File: src/rtl/tpch_pkg.sv
// constants, types and crc helper functions for the two pass crc32c hash
`default_nettype none

package tpch_pkg;

    localparam int MAX_WORDS = 512;
    localparam int ADDR_W    = (MAX_WORDS > 1) ? $clog2(MAX_WORDS) : 1;
    localparam int CNT_W     = $clog2(MAX_WORDS + 1);

    localparam int S_TDATA_W = 72;
    localparam int M_TDATA_W = 136;

    localparam logic [31:0] SEED_A      = 32'h1F0D3804;
    localparam logic [31:0] SEED_B      = 32'hA9BFE7C1;
    localparam logic [31:0] MIX_C       = 32'h5BD1E995;
    localparam logic [31:0] MIX_D       = 32'h1B873593;
    localparam logic [31:0] CRC_POLY    = 32'h82F63B78;
    localparam logic [63:0] GOLDEN_MASK = 64'h9E3779B97F4A7C15;

    typedef enum logic [2:0] {
        ST_LOAD,
        ST_FOLD_AB,
        ST_SEED,
        ST_P2_C,
        ST_P2_D,
        ST_FOLD_CD,
        ST_DONE
    } seq_state_t;

    typedef enum logic [2:0] {
        LOP_HOLD,
        LOP_WORD_AB,
        LOP_BYTE_AB,
        LOP_SEED_CD,
        LOP_WORD_C,
        LOP_WORD_D,
        LOP_BYTE_CD,
        LOP_CLEAR
    } lane_op_t;

    typedef struct packed {
        lane_op_t   op;
        logic       tail_load;
        logic [2:0] byte_idx;
        logic       out_load;
    } lane_ctrl_t;

    // bit-serial reflected crc, only evaluated at elaboration to build the xor maps
    function automatic logic [31:0] crc_serial(input logic [31:0] crc_in,
                                               input logic [63:0] data,
                                               input int nbits);
        logic [31:0] crc;
        logic        fb;
        crc = crc_in;
        for (int k = 0; k < 64; k++) begin
            if (k < nbits) begin
                fb  = crc[0] ^ data[k];
                crc = {1'b0, crc[31:1]} ^ (CRC_POLY & {32{fb}});
            end
        end
        return crc;
    endfunction

    function automatic logic [31:0][31:0] gen_state_cols(input int nbits);
        logic [31:0][31:0] cols;
        for (int i = 0; i < 32; i++) begin
            cols[i] = crc_serial(32'h1 << i, 64'h0, nbits);
        end
        return cols;
    endfunction

    function automatic logic [63:0][31:0] gen_word_data_cols();
        logic [63:0][31:0] cols;
        for (int k = 0; k < 64; k++) begin
            cols[k] = crc_serial(32'h0, 64'h1 << k, 64);
        end
        return cols;
    endfunction

    function automatic logic [7:0][31:0] gen_byte_data_cols();
        logic [7:0][31:0] cols;
        for (int k = 0; k < 8; k++) begin
            cols[k] = crc_serial(32'h0, 64'h1 << k, 8);
        end
        return cols;
    endfunction

    // column maps: contribution of each state and data bit to the crc after one step
    localparam logic [31:0][31:0] WORD_STATE_COLS = gen_state_cols(64);
    localparam logic [63:0][31:0] WORD_DATA_COLS  = gen_word_data_cols();
    localparam logic [31:0][31:0] BYTE_STATE_COLS = gen_state_cols(8);
    localparam logic [7:0][31:0]  BYTE_DATA_COLS  = gen_byte_data_cols();

    // crc32c over eight bytes as a flat xor network
    function automatic logic [31:0] crc_word(input logic [31:0] crc, input logic [63:0] w);
        logic [31:0] acc;
        acc = 32'h0;
        for (int i = 0; i < 32; i++) begin
            if (crc[i]) acc = acc ^ WORD_STATE_COLS[i];
        end
        for (int k = 0; k < 64; k++) begin
            if (w[k]) acc = acc ^ WORD_DATA_COLS[k];
        end
        return acc;
    endfunction

    // crc32c over one byte
    function automatic logic [31:0] crc_byte(input logic [31:0] crc, input logic [7:0] b);
        logic [31:0] acc;
        acc = 32'h0;
        for (int i = 0; i < 32; i++) begin
            if (crc[i]) acc = acc ^ BYTE_STATE_COLS[i];
        end
        for (int k = 0; k < 8; k++) begin
            if (b[k]) acc = acc ^ BYTE_DATA_COLS[k];
        end
        return acc;
    endfunction

endpackage

`default_nettype wire

File: src/rtl/tpch_seq.sv
// sequencer: load pass, tail folds, second pass over the store, result hand-off
`default_nettype none

module tpch_seq
    import tpch_pkg::*;
(
    input  wire logic              aclk,
    input  wire logic              aresetn,
    input  wire logic              s_tvalid,
    input  wire logic              s_tlast,
    input  wire logic [3:0]        byte_count,
    input  wire logic              out_free,
    output logic                   s_tready,
    output lane_ctrl_t             ctrl,
    output logic                   ram_we,
    output logic      [ADDR_W-1:0] ram_waddr,
    output logic                   ram_re,
    output logic      [ADDR_W-1:0] ram_raddr,
    output logic                   overflow,
    output logic                   framing_error
);

    seq_state_t       state_reg, state_next;
    logic [CNT_W-1:0] cnt_reg, cnt_next;
    logic [CNT_W-1:0] rd_idx_reg, rd_idx_next;
    logic [2:0]       byte_idx_reg, byte_idx_next;
    logic [2:0]       tail_n_reg, tail_n_next;
    logic             ovf_reg, ovf_next;
    logic             frm_reg, frm_next;
    logic             full_word;
    logic             tail_end;
    seq_state_t       after_pass;

    assign full_word  = (byte_count >= 4'd8);
    assign tail_end   = (3'(byte_idx_reg + 3'd1) == tail_n_reg);
    assign after_pass = (tail_n_reg == 3'd0) ? ST_DONE : ST_FOLD_CD;

    always_comb begin
        state_next    = state_reg;
        cnt_next      = cnt_reg;
        rd_idx_next   = rd_idx_reg;
        byte_idx_next = byte_idx_reg;
        tail_n_next   = tail_n_reg;
        ovf_next      = ovf_reg;
        frm_next      = frm_reg;
        s_tready      = 1'b0;
        ctrl.op        = LOP_HOLD;
        ctrl.tail_load = 1'b0;
        ctrl.byte_idx  = byte_idx_reg;
        ctrl.out_load  = 1'b0;
        ram_we        = 1'b0;
        ram_re        = 1'b0;
        ram_raddr     = rd_idx_reg[ADDR_W-1:0];
        case (state_reg)
            ST_LOAD: begin
                s_tready = 1'b1;
                if (s_tvalid) begin
                    if (full_word) begin
                        ctrl.op = LOP_WORD_AB;
                        if (cnt_reg < CNT_W'(MAX_WORDS)) begin
                            ram_we   = 1'b1;
                            cnt_next = cnt_reg + CNT_W'(1);
                        end else begin
                            ovf_next = 1'b1;
                        end
                        if (s_tlast) begin
                            tail_n_next = 3'd0;
                            state_next  = ST_SEED;
                        end
                    end else if (!s_tlast) begin
                        frm_next = 1'b1;
                    end else begin
                        ctrl.tail_load = 1'b1;
                        tail_n_next    = byte_count[2:0];
                        byte_idx_next  = 3'd0;
                        state_next     = (byte_count == 4'd0) ? ST_SEED : ST_FOLD_AB;
                    end
                end
            end
            ST_FOLD_AB: begin
                ctrl.op       = LOP_BYTE_AB;
                byte_idx_next = 3'(byte_idx_reg + 3'd1);
                if (tail_end) begin
                    state_next = ST_SEED;
                end
            end
            ST_SEED: begin
                ctrl.op       = LOP_SEED_CD;
                byte_idx_next = 3'd0;
                if (cnt_reg == '0) begin
                    state_next = after_pass;
                end else begin
                    ram_re      = 1'b1;
                    ram_raddr   = '0;
                    rd_idx_next = CNT_W'(1);
                    state_next  = ST_P2_C;
                end
            end
            ST_P2_C: begin
                ctrl.op    = LOP_WORD_C;
                state_next = ST_P2_D;
            end
            ST_P2_D: begin
                ctrl.op = LOP_WORD_D;
                if (rd_idx_reg == cnt_reg) begin
                    state_next = after_pass;
                end else begin
                    ram_re      = 1'b1;
                    rd_idx_next = rd_idx_reg + CNT_W'(1);
                    state_next  = ST_P2_C;
                end
            end
            ST_FOLD_CD: begin
                ctrl.op       = LOP_BYTE_CD;
                byte_idx_next = 3'(byte_idx_reg + 3'd1);
                if (tail_end) begin
                    state_next = ST_DONE;
                end
            end
            ST_DONE: begin
                if (out_free) begin
                    ctrl.out_load = 1'b1;
                    ctrl.op       = LOP_CLEAR;
                    cnt_next      = '0;
                    tail_n_next   = 3'd0;
                    ovf_next      = 1'b0;
                    frm_next      = 1'b0;
                    state_next    = ST_LOAD;
                end
            end
            default: begin
                state_next = ST_LOAD;
            end
        endcase
    end

    always_ff @(posedge aclk) begin
        if (!aresetn) begin
            state_reg    <= ST_LOAD;
            cnt_reg      <= '0;
            rd_idx_reg   <= '0;
            byte_idx_reg <= 3'd0;
            tail_n_reg   <= 3'd0;
            ovf_reg      <= 1'b0;
            frm_reg      <= 1'b0;
        end else begin
            state_reg    <= state_next;
            cnt_reg      <= cnt_next;
            rd_idx_reg   <= rd_idx_next;
            byte_idx_reg <= byte_idx_next;
            tail_n_reg   <= tail_n_next;
            ovf_reg      <= ovf_next;
            frm_reg      <= frm_next;
        end
    end

    assign ram_waddr     = cnt_reg[ADDR_W-1:0];
    assign overflow      = ovf_reg;
    assign framing_error = frm_reg;

endmodule

`default_nettype wire

File: config.mk
export PLATFORM = sky130hd
export DESIGN_NAME = tpch_seq
export DESIGN_NICKNAME = d
export VERILOG_FILES = /design/src/rtl/tpch_pkg.sv /design/src/rtl/tpch_seq.sv
export SDC_FILE = /design/constraint.sdc
export NUM_CORES = 1
export LEC_CHECK = 0
export ABC_AREA = 1
export BUFFER_PORTS_ARGS = -buffer_cell sky130_fd_sc_hd__buf_4
export CAP_MARGIN = 20
export CORE_ASPECT_RATIO = 1.5
export CORE_UTILIZATION = 56
export DETAILED_ROUTE_END_ITERATION = 16
export PLACE_DENSITY = 0.9
export SETUP_SLACK_MARGIN = 0.3
export SYNTH_ARGS = -nofsm -noshare
export SYNTH_HDL_FRONTEND = slang
export SYNTH_SLANG_ARGS = --single-unit
File: constraint.sdc
create_clock -name aclk -period 2 [get_ports aclk]
set_input_delay 0.1 -clock aclk [delete_from_list [all_inputs] [get_ports aclk]]
set_output_delay 0.1 -clock aclk [all_outputs]
set_load 0.05 [all_outputs]
Word level (Yosys, flattened, before mapping)
Index checks and enable logic that the tools add are counted.
{"block": "totals", "regBits": 31, "in_bits": 9, "output_inout_bits": 31, "elab_cells": 103}
{"block": "classes", "add_sub_neg": 3, "n_lt_le_gt_ge": 2, "n_eq_ne": 20, "n_mux": 56, "n_reduce_logical": 15}
{"op": "10-bit two-way mux", "n": 6}
{"op": "3-bit two-way mux", "n": 16}
{"op": "3-bit one-hot mux with 7 select lines", "n": 2}
{"op": "10-bit one-hot mux with 2 select lines", "n": 2}
{"op": "2-bit != test, second input constant", "n": 12}
{"op": "10-bit by 1-bit adder with 10-bit output, second input constant", "n": 2}
{"op": "1-bit two-way mux", "n": 20}
{"op": "5-bit AND reduction", "n": 4}
{"op": "9-bit two-way mux", "n": 2}
{"op": "10-bit == test", "n": 1}
{"op": "10-bit zero test", "n": 1}
{"op": "10-bit less-than comparator, second input constant", "n": 1}
{"op": "3-bit == test, second input constant", "n": 3}
{"op": "3-bit one-hot mux with 3 select lines", "n": 1}
{"op": "4-bit AND reduction", "n": 2}
{"op": "3-bit by 2-bit == test with 1-bit output, second input constant", "n": 2}
{"op": "3-bit zero test", "n": 2}
{"op": "2-bit two-way mux", "n": 3}
{"op": "1-bit one-hot mux with 2 select lines", "n": 3}
{"op": "3-bit one-hot mux with 2 select lines", "n": 1}
{"op": "4-bit greater-or-equal comparator, second input constant", "n": 1}
{"op": "4-bit zero test", "n": 1}
{"op": "2-bit nonzero test", "n": 2}
{"op": "3-bit by 1-bit adder with 3-bit output, second input constant", "n": 1}
{"op": "5 further kinds", "n": 5}

Depth between registers and ports, before layout
{"block": "depth", "depth_word": 6, "ltp_mapped": 12}

Worst setup path before layout
Ideal clock, no wire load.
{"block": "synth_timing", "kind": "reg2out", "startpoint": "register cnt_reg[0]", "endpoint": "output port ram_raddr[0]", "t_arrival_ns": 1.879, "required_time_ns": 1.900, "path_slack_ns": 0.021, "path_stages_with_launch": 7, "n_path_buf": 0, "cell_sequence": "dfxtp_1 inv_1 ha_1 nand3_1 o21ai_1 clkinv_1 nor2_1"}
{"block": "synth_between", "elab_chain_cells": 3}
{"element": "start, declared", "line": "tpch_seq.sv:24", "text": "logic [CNT_W-1:0] cnt_reg, cnt_next;"}
{"element": "start signal, assigned", "line": "tpch_seq.sv:148", "text": "cnt_reg <= cnt_next;"}
{"element": "10-bit zero test", "line": "tpch_seq.sv:90", "text": "if (cnt_reg == '0) begin"}
{"element": "9-bit two-way mux", "line": "tpch_seq.sv:90"}
{"element": "9-bit two-way mux", "line": "tpch_seq.sv:54", "text": "case (state_reg)"}
{"element": "end, declared", "line": "tpch_seq.sv:18", "text": "output logic [ADDR_W-1:0] ram_raddr,"}
No other way between the ends.

Worst setup path in the final report
{"block": "layout_timing", "startpoint": "register cnt_reg[0]", "endpoint": "output port ram_raddr[1]"}
Same word-level chain as after synthesis.

==> metrics.md <==
| Metric | Value |
|---|---|
| Met2 GRT Util | `60.6%` |
| Worst-skew pair later-pin latency | `0.29 ns` |
| Buffers on Ports | `39` |
| Max clock buf depth | `2` |
| R2r startpoint | `cnt_reg[2]$_SDFFE_PN0P_` |
| Placed inst area | `2570 µm²` |
| CTS tree | `yes` |
| Mapped Area | `2190 µm²` |
| # Max-Cap Violations | `0` |
| Utilization after layout | `81.5%` |
| Core area | `3720 µm²` |
| Post-synth EDFFs | `0` |
| DR WL/cell | `16.5 µm` |
| Initial antenna violation count | `0` |
| Net count after synthesis | `354` |
| Vias/cell | `5.91` |
| Die ar. | `4170 µm²` |
| Layout net count | `409` |
| Final setup violating endpoints | `0` |
| Warning count from the yosys run | `0` |
| Pwr/cell area | `1230 nW/µm²` |
| RePlAce Congestion | `0.903` |
| Worst path slowest cell | `dfxtp_4` |
| TritonRoute pass-1 iters | `7` |
| Synthesis-stage register bit count | `31` |
| Met1 Usage GRT | `34.7%` |
| H-tree level count | `2` |
| Vias | `2600` |
| First-pass GRT wire length | `10.7 mm` |
| Most common cell in the netlist | `nand2_1` |
| CP startpoint kind | `register` |
| Critical path's top delay family | `buffers and inverters` |
| Root buffer cell | `clkbuf_8` |
| Max FO, Critical Path | `5` |
| Clk sinks | `31` |
| Initial Utilization | `59.0%` |
| Most Crowded Layer GR | `met2` |
| Met3 Resource Use GR | `6.78%` |
| CP Buf/Inv Count | `3` |
| Hold Crit Class | `in2reg` |
| Vias in the first global route | `2370` |
| Power, Total | `3.73 mW` |
| Critical path cell sequence | `inv_4 -> ha_4 -> nand3_4 -> o21ai_4 -> clkinv_4 -> nor2_4 -> buf_8` |
| Mean Syn Cell Area | `6.42 µm²` |
| Worst-margin pin slew | `0.509 ns` |
| Worst EP required | `1.90 ns` |
| FMAX | `541 MHz` |
| Row cnt | `27` |
| Die height | `78.6 µm` |
| Share of layout cells above drive strength 1 | `39.0%` |
| Io pins | `40` |
| Peak supply drop | `1.37 mV` |
| CP endpoint kind | `primary output` |
| RSZ-0062 raised after global routing | `yes` |
| Area leader, netlist | `dfxtp_1` |
| Post-synth top area share | `28.3%` |
| GR Overflow Total | `0` |
| Arrival time worst endpoint | `1.75 ns` |
| Synth area leaders | `dfxtp_1 (28%), nand2_1 (14%), nor2_1 (8.2%)` |
| Post-synth cell types | `38` |
| Die X | `53.1 µm` |
| Design Area, Final | `3030 µm²` |
| Synthesized instance count | `341` |
| Crit. Startpoint | `cnt_reg[0]$_SDFFE_PN0P_` |
| Outcome | `completed` |
| Diodes inserted | `0` |
| Relative slew margins | `66.0%` |
| Hold_sp | `byte_count[0]` |
| Total GRT Usage | `35.4%` |
| Clock buffer count from CTS | `5` |
| Hold Violations, Final | `0` |
| Final period utilization | `92.3%` |
| Number of nets with antenna violations after routing | `0` |
| CP max stage delay | `0.36 ns` |
| Leakage power | `1.36 nW` |
| Seq/Total Area, Yosys | `28.3%` |
| Final Max Tran Viols | `0` |
| Total Routed Length | `7.27 mm` |
| Minimum clock period | `1.85 ns` |
| Hold-fix buffer count after cts | `0` |
| Synth cell count leaders | `nand2_1 (84), nor2_1 (48), inv_1 (39)` |
| Clock transition at path regs | `0.07 ns` |
| Initial DRC count | `206` |
| Post-route DRC violation count | `0` |
| DP HPWL | `4.43 mm` |
| Clock skew | `0.00640 ns` |
| Synth async-reset ratio | `0%` |
| Main flop type after synthesis | `dfxtp_1` |
| Crit Path Class | `reg2out` |
| Setup TNS | `0 ns` |
| Largest net degree at the start of global routing | `17` |
| Area grow syn2layout | `38.3%` |
## path summary, 6_finish.rpt
check	to	slack [ns]	cells after the start
min reg2reg	overflow$_SDFFE_PN0P_	0.47	2
max	ram_raddr[1]	0.15	7
max reg2reg	rd_idx_reg[4]$_SDFFE_PN0P_	0.33	12
min	tail_n_reg[0]$_SDFFE_PN0P_	0.08	3
## report_power, final
group | leakage [nW] | internal (mW) | total [mW] | switching (mW)
sequential | 0.262 | 0.723 | 0.832 | 0.109
clock | 0.0612 | 0.403 | 0.659 | 0.255
combinational | 1.03 | 0.739 | 2.24 | 1.50
## kinds of logic (layout without fill, tap and decap cells)
kind of cell / Yosys count / after routing / synth area share (%)
AOI/OAI and AO/OA: 44 / 44 / 12.1
DFF: 31 / 31 / 28.3
adders and majority gates: 4 / 4 / 2.28
and+or+nand+nor: 187 / 187 / 39.5
buffers and inverters: 64 / 120 / 13.5
xor gates and xnor gates: 11 / 11 / 4.40
## cell usage in the layout (no fill, tap or decap), types with 4 or more instances in the layout
cell / n
buf_4: 48
nand2_4: 4
nand2_1: 82
nand2_2: 6
nor3_1: 4
inv_2: 12
nor2_1: 32
dfxtp_1: 12
buf_6: 5
clkbuf_8: 6
a21oi_1: 26
buf_8: 8
inv_1: 32
nand3_1: 24
nor2_2: 8
nand3_2: 4
dfxtp_2: 14
xor2_1: 9
dfxtp_4: 5
nor2_4: 14
## worst register-to-register path, stage by stage, from the launching register on
cell and delay (ns):
dfxtp_4 0.40, inv_1 0.10, nand2_1 0.09, nand2_2 0.07, nor2_2 0.14, nand3_2 0.12, o21bai_4 0.21, nand2_4 0.10
buf_4 0.14, nand2_1 0.06, nand2_1 0.05, inv_1 0.05, nor2_1 0.04
## repair_timing
| action | 4_1_cts | 5_1_grt |
|---|---|---|
| setup endpoints to repair | 20 | 26 |
| gates cloned | 1 | 0 |
| buffers inserted | 7 | 9 |
| gates resized for setup | 45 | 28 |
| pin swaps | 8 | 9 |
## final cells by class
class,count,area (µm²)
Clock inverter,2,35.0
Multi-Input combinational cell,246,1450
Clock buffer,6,82.6
Inverter,50,209
Timing Repair Buffer,61,537
Timing Repair inverter,1,8.76
Fill cell,228,686
Tap cell,43,53.8
Sequential cell,31,657
## through the flow
| stage | std cells | hold slack [ns] | setup WS (ns) |
|---|---|---|---|
| floorplan | 341 | 0.226 | 0.315 |
| global placement | 415 | 0.371 | 0.353 |
| detailed placement | 415 | 0.382 | 0.320 |
| CTS | 431 | 0.0864 | 0.224 |
| global route | 440 | 0.0898 | 0.135 |
| finish | 440 | 0.0781 | 0.153 |
## routing by layer
metal	routed length (µm)	vias to the layer above
met4	611	0
met1	2380	1162
li1	-	1183
met2	3740	192
met5	0	-
met3	531	63
Note: power is estimated with default switching activity, not from simulation.
